$ cat src/uim_pkg.sv
// ----------------------------------------------------------------------------
// uim_pkg: shared types and constants of the unique interval match block
// Beat formats of the input and result channels, command codes and the
// status bundle returned by the scan unit.
// ----------------------------------------------------------------------------
package uim_pkg;

  // Fixed widths of the beat fields.
  localparam int unsigned FieldBits = 32;
  localparam int unsigned IndexBits = 10;

  // Command codes. Code 3 is unused and ignored.
  typedef logic [1:0] cmd_t;
  localparam cmd_t CMD_CLEAR = 2'd0;
  localparam cmd_t CMD_LOAD  = 2'd1;
  localparam cmd_t CMD_QUERY = 2'd2;

  // Input beat.
  typedef struct packed {
    cmd_t                 command;
    logic [FieldBits-1:0] low_bound;
    logic [FieldBits-1:0] high_bound;
    logic [FieldBits-1:0] query_value;
  } in_beat_t;

  // Result beat.
  typedef struct packed {
    logic                 found;
    logic [IndexBits-1:0] entry_index;
    logic                 table_full;
  } out_beat_t;

  // Status from the scan unit to the sequencer.
  typedef struct packed {
    logic done;
    logic found;
  } scan_rsp_t;

endpackage

$ cat src/uim_scan.sv
// ----------------------------------------------------------------------------
// uim_scan: sequential scan with one comparator pair
// Walks the stored entries one per cycle, compares each interval with the
// query value and keeps a match count saturating at two plus the last hit.
// ----------------------------------------------------------------------------
module uim_scan #(
  parameter int unsigned Width = 32,
  parameter int unsigned IdxW  = 10,
  parameter int unsigned CntW  = 11
) (
  input  logic                      clk_i,
  input  logic                      rst_ni,
  input  logic                      start_i,
  input  logic [CntW-1:0]           count_i,
  input  logic [Width-1:0]          value_i,
  output logic                      rd_en_o,
  output logic [IdxW-1:0]           rd_addr_o,
  input  logic [Width-1:0]          rd_low_i,
  input  logic [Width-1:0]          rd_high_i,
  output uim_pkg::scan_rsp_t        rsp_o,
  output logic [IdxW-1:0]           index_o
);
  import uim_pkg::*;

  logic             act_q, act_d;
  logic [CntW-1:0]  addr_q, addr_d;
  logic [CntW-1:0]  cnt_q, cnt_d;
  logic [Width-1:0] val_q, val_d;
  logic             pv_q, pv_d;
  logic             plast_q, plast_d;
  logic [IdxW-1:0]  pidx_q, pidx_d;
  logic [1:0]       match_q, match_d;
  logic [IdxW-1:0]  cand_q, cand_d;
  logic             hit;
  logic [CntW-1:0]  addr_inc;

  assign addr_inc  = addr_q + CntW'(1);
  assign rd_en_o   = act_q;
  assign rd_addr_o = addr_q[IdxW-1:0];

  // Compare stage on the registered read data.
  assign hit = pv_q && (rd_low_i <= val_q) && (val_q <= rd_high_i);

  always_comb begin
    act_d   = act_q;
    addr_d  = addr_q;
    cnt_d   = cnt_q;
    val_d   = val_q;
    pv_d    = 1'b0;
    plast_d = 1'b0;
    pidx_d  = pidx_q;
    match_d = match_q;
    cand_d  = cand_q;

    // Accumulate the saturating match count and the latest candidate.
    if (hit) begin
      cand_d = pidx_q;
      if (match_q != 2'd2) begin
        match_d = match_q + 2'd1;
      end
    end

    // Address issue stage.
    if (start_i) begin
      act_d   = 1'b1;
      addr_d  = '0;
      cnt_d   = count_i;
      val_d   = value_i;
      match_d = 2'd0;
    end else if (act_q) begin
      pv_d   = 1'b1;
      pidx_d = addr_q[IdxW-1:0];
      addr_d = addr_inc;
      if (addr_inc == cnt_q) begin
        act_d   = 1'b0;
        plast_d = 1'b1;
      end
    end
  end

  always_ff @(posedge clk_i or negedge rst_ni) begin
    if (!rst_ni) begin
      act_q   <= 1'b0;
      pv_q    <= 1'b0;
      plast_q <= 1'b0;
      match_q <= 2'd0;
    end else begin
      act_q   <= act_d;
      pv_q    <= pv_d;
      plast_q <= plast_d;
      match_q <= match_d;
    end
  end

  always_ff @(posedge clk_i) begin
    addr_q <= addr_d;
    cnt_q  <= cnt_d;
    val_q  <= val_d;
    pidx_q <= pidx_d;
    cand_q <= cand_d;
  end

  // The final compare closes the scan; the result includes that entry.
  assign rsp_o.done  = pv_q && plast_q;
  assign rsp_o.found = (match_d == 2'd1);
  assign index_o     = cand_d;

endmodule

$ cat config.mk
export PLATFORM = sky130hd
export DESIGN_NAME = uim_scan
export DESIGN_NICKNAME = d
export VERILOG_FILES = /design/src/uim_pkg.sv /design/src/uim_scan.sv
export SDC_FILE = /design/constraint.sdc
export NUM_CORES = 1
export LEC_CHECK = 0
export BUFFER_PORTS_ARGS = -buffer_cell sky130_fd_sc_hd__buf_2
export CAP_MARGIN = 20
export CORE_UTILIZATION = 50
export DETAILED_ROUTE_END_ITERATION = 10
export HOLD_SLACK_MARGIN = 0.15
export PLACE_DENSITY = 0.86
export REMOVE_ABC_BUFFERS = 1
export SLEW_MARGIN = 20
export SYNTH_ARGS = -nofsm -noshare
export SYNTH_HDL_FRONTEND = slang
export SYNTH_SLANG_ARGS = --single-unit
$ cat constraint.sdc
create_clock -name clk_i -period 3.29 [get_ports clk_i]
set_input_delay 0.1645 -clock clk_i [delete_from_list [all_inputs] [get_ports clk_i]]
set_output_delay 0.1645 -clock clk_i [all_outputs]
set_load 0.01 [all_outputs]
; Word-level counts from Yosys, hierarchy flattened
; Cells that the tools add are included.
[totals]
register_bits = 79
in_bits = 110
elab_cells = 33
[classes]
n_addsub = 2
n_lt_le_gt_ge = 2
n_eq_ne = 3
muxes = 12
bitwise_logic = 1
n_reduce_logical = 4
[op_table]
columns = cell, n
row1 = 32-bit less-or-equal comparator, 2
row2 = 11-bit by 1-bit adder with 11-bit output (second input constant), 1
row3 = 11-bit equality test, 1
row4 = 10-bit two-way mux, 1
row5 = 1-bit two-way mux, 8
row6 = 2-bit two-way mux, 3
row7 = 1-bit logical AND, 3
row8 = 2-bit by 1-bit adder with 2-bit output (second input constant), 1
row9 = 2-bit by 1-bit equality test with 1-bit output (second input constant), 1
row10 = 2-bit != test (second input constant), 1
row11 = 2-bit AND reduction, 1
row12 = 1-bit NOT, 1

; Logic depth before layout (Yosys ltp)
[depth]
depth_word = 6
depth_mapped = 9
depth_no_buf = 8

; Worst setup path before layout
; OpenSTA, ideal clock, no wires.
[synth_path]
path_kind = reg-to-output
from = register val_q[15]
to = output index_o[1]
arrival_ps = 2467
setup_slack_ps = 659
stages_incl_launch_ff = 9
cell_sequence = edfxtp_1 > ha_1 > nand4_1 > or4_4 > nor2_1 > a22oi_1 > nor4_4 > buf_8 > mux2_4
[synth_via]
elab_chain_len = 4
[synth_rtl]
columns = element, line_no
row1 = "start, declared", uim_scan.sv:28  ; logic [Width-1:0] val_q, val_d;
row2 = "start signal, assigned", uim_scan.sv:98  ; val_q <= val_d;
row3 = 32-bit less-or-equal comparator, uim_scan.sv:42  ; assign hit = pv_q && (rd_low_i <= val_q) && (val_q <= rd_high_i);
row4 = 1-bit logical AND, uim_scan.sv:42
row5 = 1-bit logical AND *, uim_scan.sv:42
row6 = 10-bit two-way mux *, uim_scan.sv:56  ; if (hit) begin
row7 = "end, declared", uim_scan.sv:21  ; output logic [IdxW-1:0] index_o
; Mark *: on every way between the ends. The rest lies on a longest branch, timed or not.

==> key figures <==
Setup path
  – Crit-path max FO: 7
  – Critical path endpoint category: output port
  – WP data required: 3.13 ns
  – WS Path Type: register to output port
  – FF-to-FF setup slack: 0.61 ns
  – CP Launch Type: register
  – Critical path arrival: 3.05 ns

STA
  – Period minus WS final: 3.219 ns
  – Max Slew Vio Count: 0
  – Slew headroom: 39.57%
  – Final Cycle Share: 97.85%
  – F_max: 0.3106 GHz
  – Hold WS: 0.1904 ns
  – Actual slew at the worst max-slew pin: 0.9045 ns
  – Clk_skew: 0.01369 ns
  – Fin. Hold Viols: 0
  – Setup violators final: 0

Synth
  – Yosys top cell area share: 34.14%
  – Post-Synthesis Cells: 438
  – Area contributors post-synth: edfxtp_1 (34%), ha_1 (18%), dfxtp_1 (9.0%)
  – Post-synth EDFFs: 53
  – Avg Cell Area, Syn: 10.64 um2
  – FF+latch count, synth: 79
  – Fraction of registers with async set/reset: 6.329%
  – YS warnings: 0
  – Sequential cell area fraction in the yosys report: 45.84%
  – Library cells used by synthesis: 44
  – Synth Flop Type: edfxtp_1
  – Post-synth top area cell: edfxtp_1
  – Synthesized area: 4662 um2

Pwr
  – Part of the power in the clock network: 30.2%
  – Leak Pwr: 2.956 nW
  – Maximum VDD drop: 250.9 uV
  – P_int: 0.001900 W
  – Psw: 0.0006837 W
  – Comb power frac: 22.9%
  – Pwr Density: 413.4 nW/um2
  – Seq pwr share: 46.9%
  – Sw Share: 26.46%

Floorplan
  – Core area: 8891 um2
  – Total die area: 9714 um2
  – Die height: 98.56 um
  – Num ports: 133
  – Cell Rows: 34
  – Initial Utilization: 52.43%
  – Die Wd: 98.56 um

Detailed routing
  – Final ANT Viol Nets: 0
  – DRT Wirelength: 11610 um
  – DRC: 0
  – DR pass1 iterations: 4
  – DR iter-0 viols: 112
  – Via count: 3900
  – WL/cell: 15.86 um
  – Via/cell ratio: 5.328

GRT
  – First-pass GRT wire length: 17600 um
  – Total global routing overflow: 0
  – GRT Overall Usage: 23.05%
  – Pin count of the biggest net entering global routing: 33
  – Initial antenna violation count: 0
  – Vias in the first global route: 4072

Final layout
  – Layout cells sized above 1: 29.81%
  – Nets: 795
  – Most frequent cells in the layout: buf_2 (132), inv_1 (70), ha_1 (60), edfxtp_1 (53), dlygate4sd3_1 (44)
  – Inserted Diodes: 0
  – Fill cells: 629
  – Non-Filler Instances: 732
  – Commonest non-fill, non-tap cell in the layout: buf_2
  – Synth-to-Final Area Change: 34.06%

Run
  – Max Cap Viol: 0

Place
  – GPL Wtd Cong: 0.8875
  – Buffers on Ports: 132
  – Placed Instances: 662
  – DP HPWL: 8008 um

Hold path
  – HP Class: input pin to async pin

Clocking
  – H-Tree Depth: 3
  – CTS Buffer Depth: 2
  – Clock insertion delay at the later pin of the skew report: 0.35 ns
  – Root buffer cell: clkbuf_8
  – CTS tree: yes
  – Clock-pin slew on the worst setup and hold paths: 0.08 ns
  – Num CTS Buffers: 9
  – CTS Sinks: 79

Status
  – Status: finished, final reports clean
final timing paths:
check	endpoint	depth (start not counted)	from
setup reg to reg	cand_q[0]	9	val_q[11]
setup / recovery	rsp_o[0]	10	val_q[11]
hold reg to reg	cand_q[9]	1	cand_q[9]
min in group clk_i	addr_q[5]	2	start_i
max in group asynchronous	match_q[0]	2	rst_ni
hold / removal	plast_q	2	rst_ni
cell usage after synthesis, types with 8 or more instances:
master and number:
nand2_1 21, nand4_1 20, edfxtp_1 53, buf_4 10, o21ai_0 15, xor2_1 11
xnor2_1 9, inv_1 70, mux2_4 8, nand3_1 10, nor2_1 21, dfxtp_1 21
ha_1 66, a21oi_1 29
repair_timing:
action / in CTS / in global routing
gates cloned: 0 / 1
pin swaps: 1 / 13
gates resized for setup: 1 / 22
buffers inserted: 0 / 9
hold buffers: 44 / 0
endpoints found under the hold margin: 48 / 0
endpoints found under the setup margin: 11 / 11
area by class of cell:
cell class | count | area (um2) | area share (%)
well taps | 108 | 135.1 | 2.162
inverters | 70 | 262.8 | 4.204
clock inverters | 5 | 82.58 | 1.321
flip-flops and latches | 79 | 2137 | 34.19
multi-input cells | 271 | 2302 | 36.84
clock buffers | 11 | 131.4 | 2.102
repair buffers | 188 | 1199 | 19.18
power groups by stage:
stage / clock, W / sequential [W] / combinational (W)
6_report: 0.000781 / 0.00121 / 0.000591
5_1_grt: 0.000833 / 0.00122 / 0.000654
4_1_cts: 0.000799 / 0.00121 / 0.000546
3_5_place_dp: 0 / 0.00123 / 0.000502
3_3_place_gp: 0 / 0.00123 / 0.000472
2_1_floorplan: 0 / 0.00122 / 0.000307
flip-flops by register name, indices dropped and copies added (netlist names):
| signal | count |
|---|---|
| pv_q | 1 |
| rd_en_o | 1 |
| cnt_q | 11 |
| val_q | 32 |
| addr_q | 11 |
| pidx_q | 10 |
| cand_q | 10 |
| plast_q | 1 |
| match_q | 2 |
routing by layer:
layer  vias up  GRT usage, %  part of all wire (%)
met5         -             0                     0
met4         0         11.02                   2.6
met3        33         3.333                   4.4
met2       147         44.10                    54
met1      1814         24.86                    39
li1       1906             -                     -
cells by family after synthesis:
kind of cell / synth area share, %
AOI/OAI and AO/OA: 9.018
xor gates and xnor gates: 3.757
DFF: 45.84
adders and majority gates: 17.71
and+or+nand+nor: 11.59
muxes: 3.945
buffers and inverters: 8.132
through the flow:
| stage | utilization, % | total power (W) | instance area (um2) | setup TNS [ns] | setup WS [ns] |
|---|---|---|---|---|---|
| floorplan | - | 0.001524 | 4546 | 0 | 0.3317 |
| global placement | 60.24 | 0.001699 | 5356 | 0 | 0.3782 |
| detailed placement | 60.24 | 0.001732 | 5356 | 0 | 0.3470 |
| global route | 70.29 | 0.002709 | 6250 | -0.6604 | -0.09477 |
| finish | 70.29 | 0.002583 | 6250 | 0 | 0.07083 |
| CTS | 67.65 | 0.002554 | 6015 | 0 | 0.01338 |
worst max-delay path, cell delays in order, from the launching register on:
cell      delay, ns
edfxtp_1       0.42
buf_4          0.13
inv_1          0.06
ha_4           0.28
nand4_1        0.26
o41ai_4        0.42
a31oi_4        0.07
nor4_4         0.37
buf_6          0.20
mux2_2         0.35
buf_2          0.14
No activity file was read; power rests on OpenSTA's default activity.
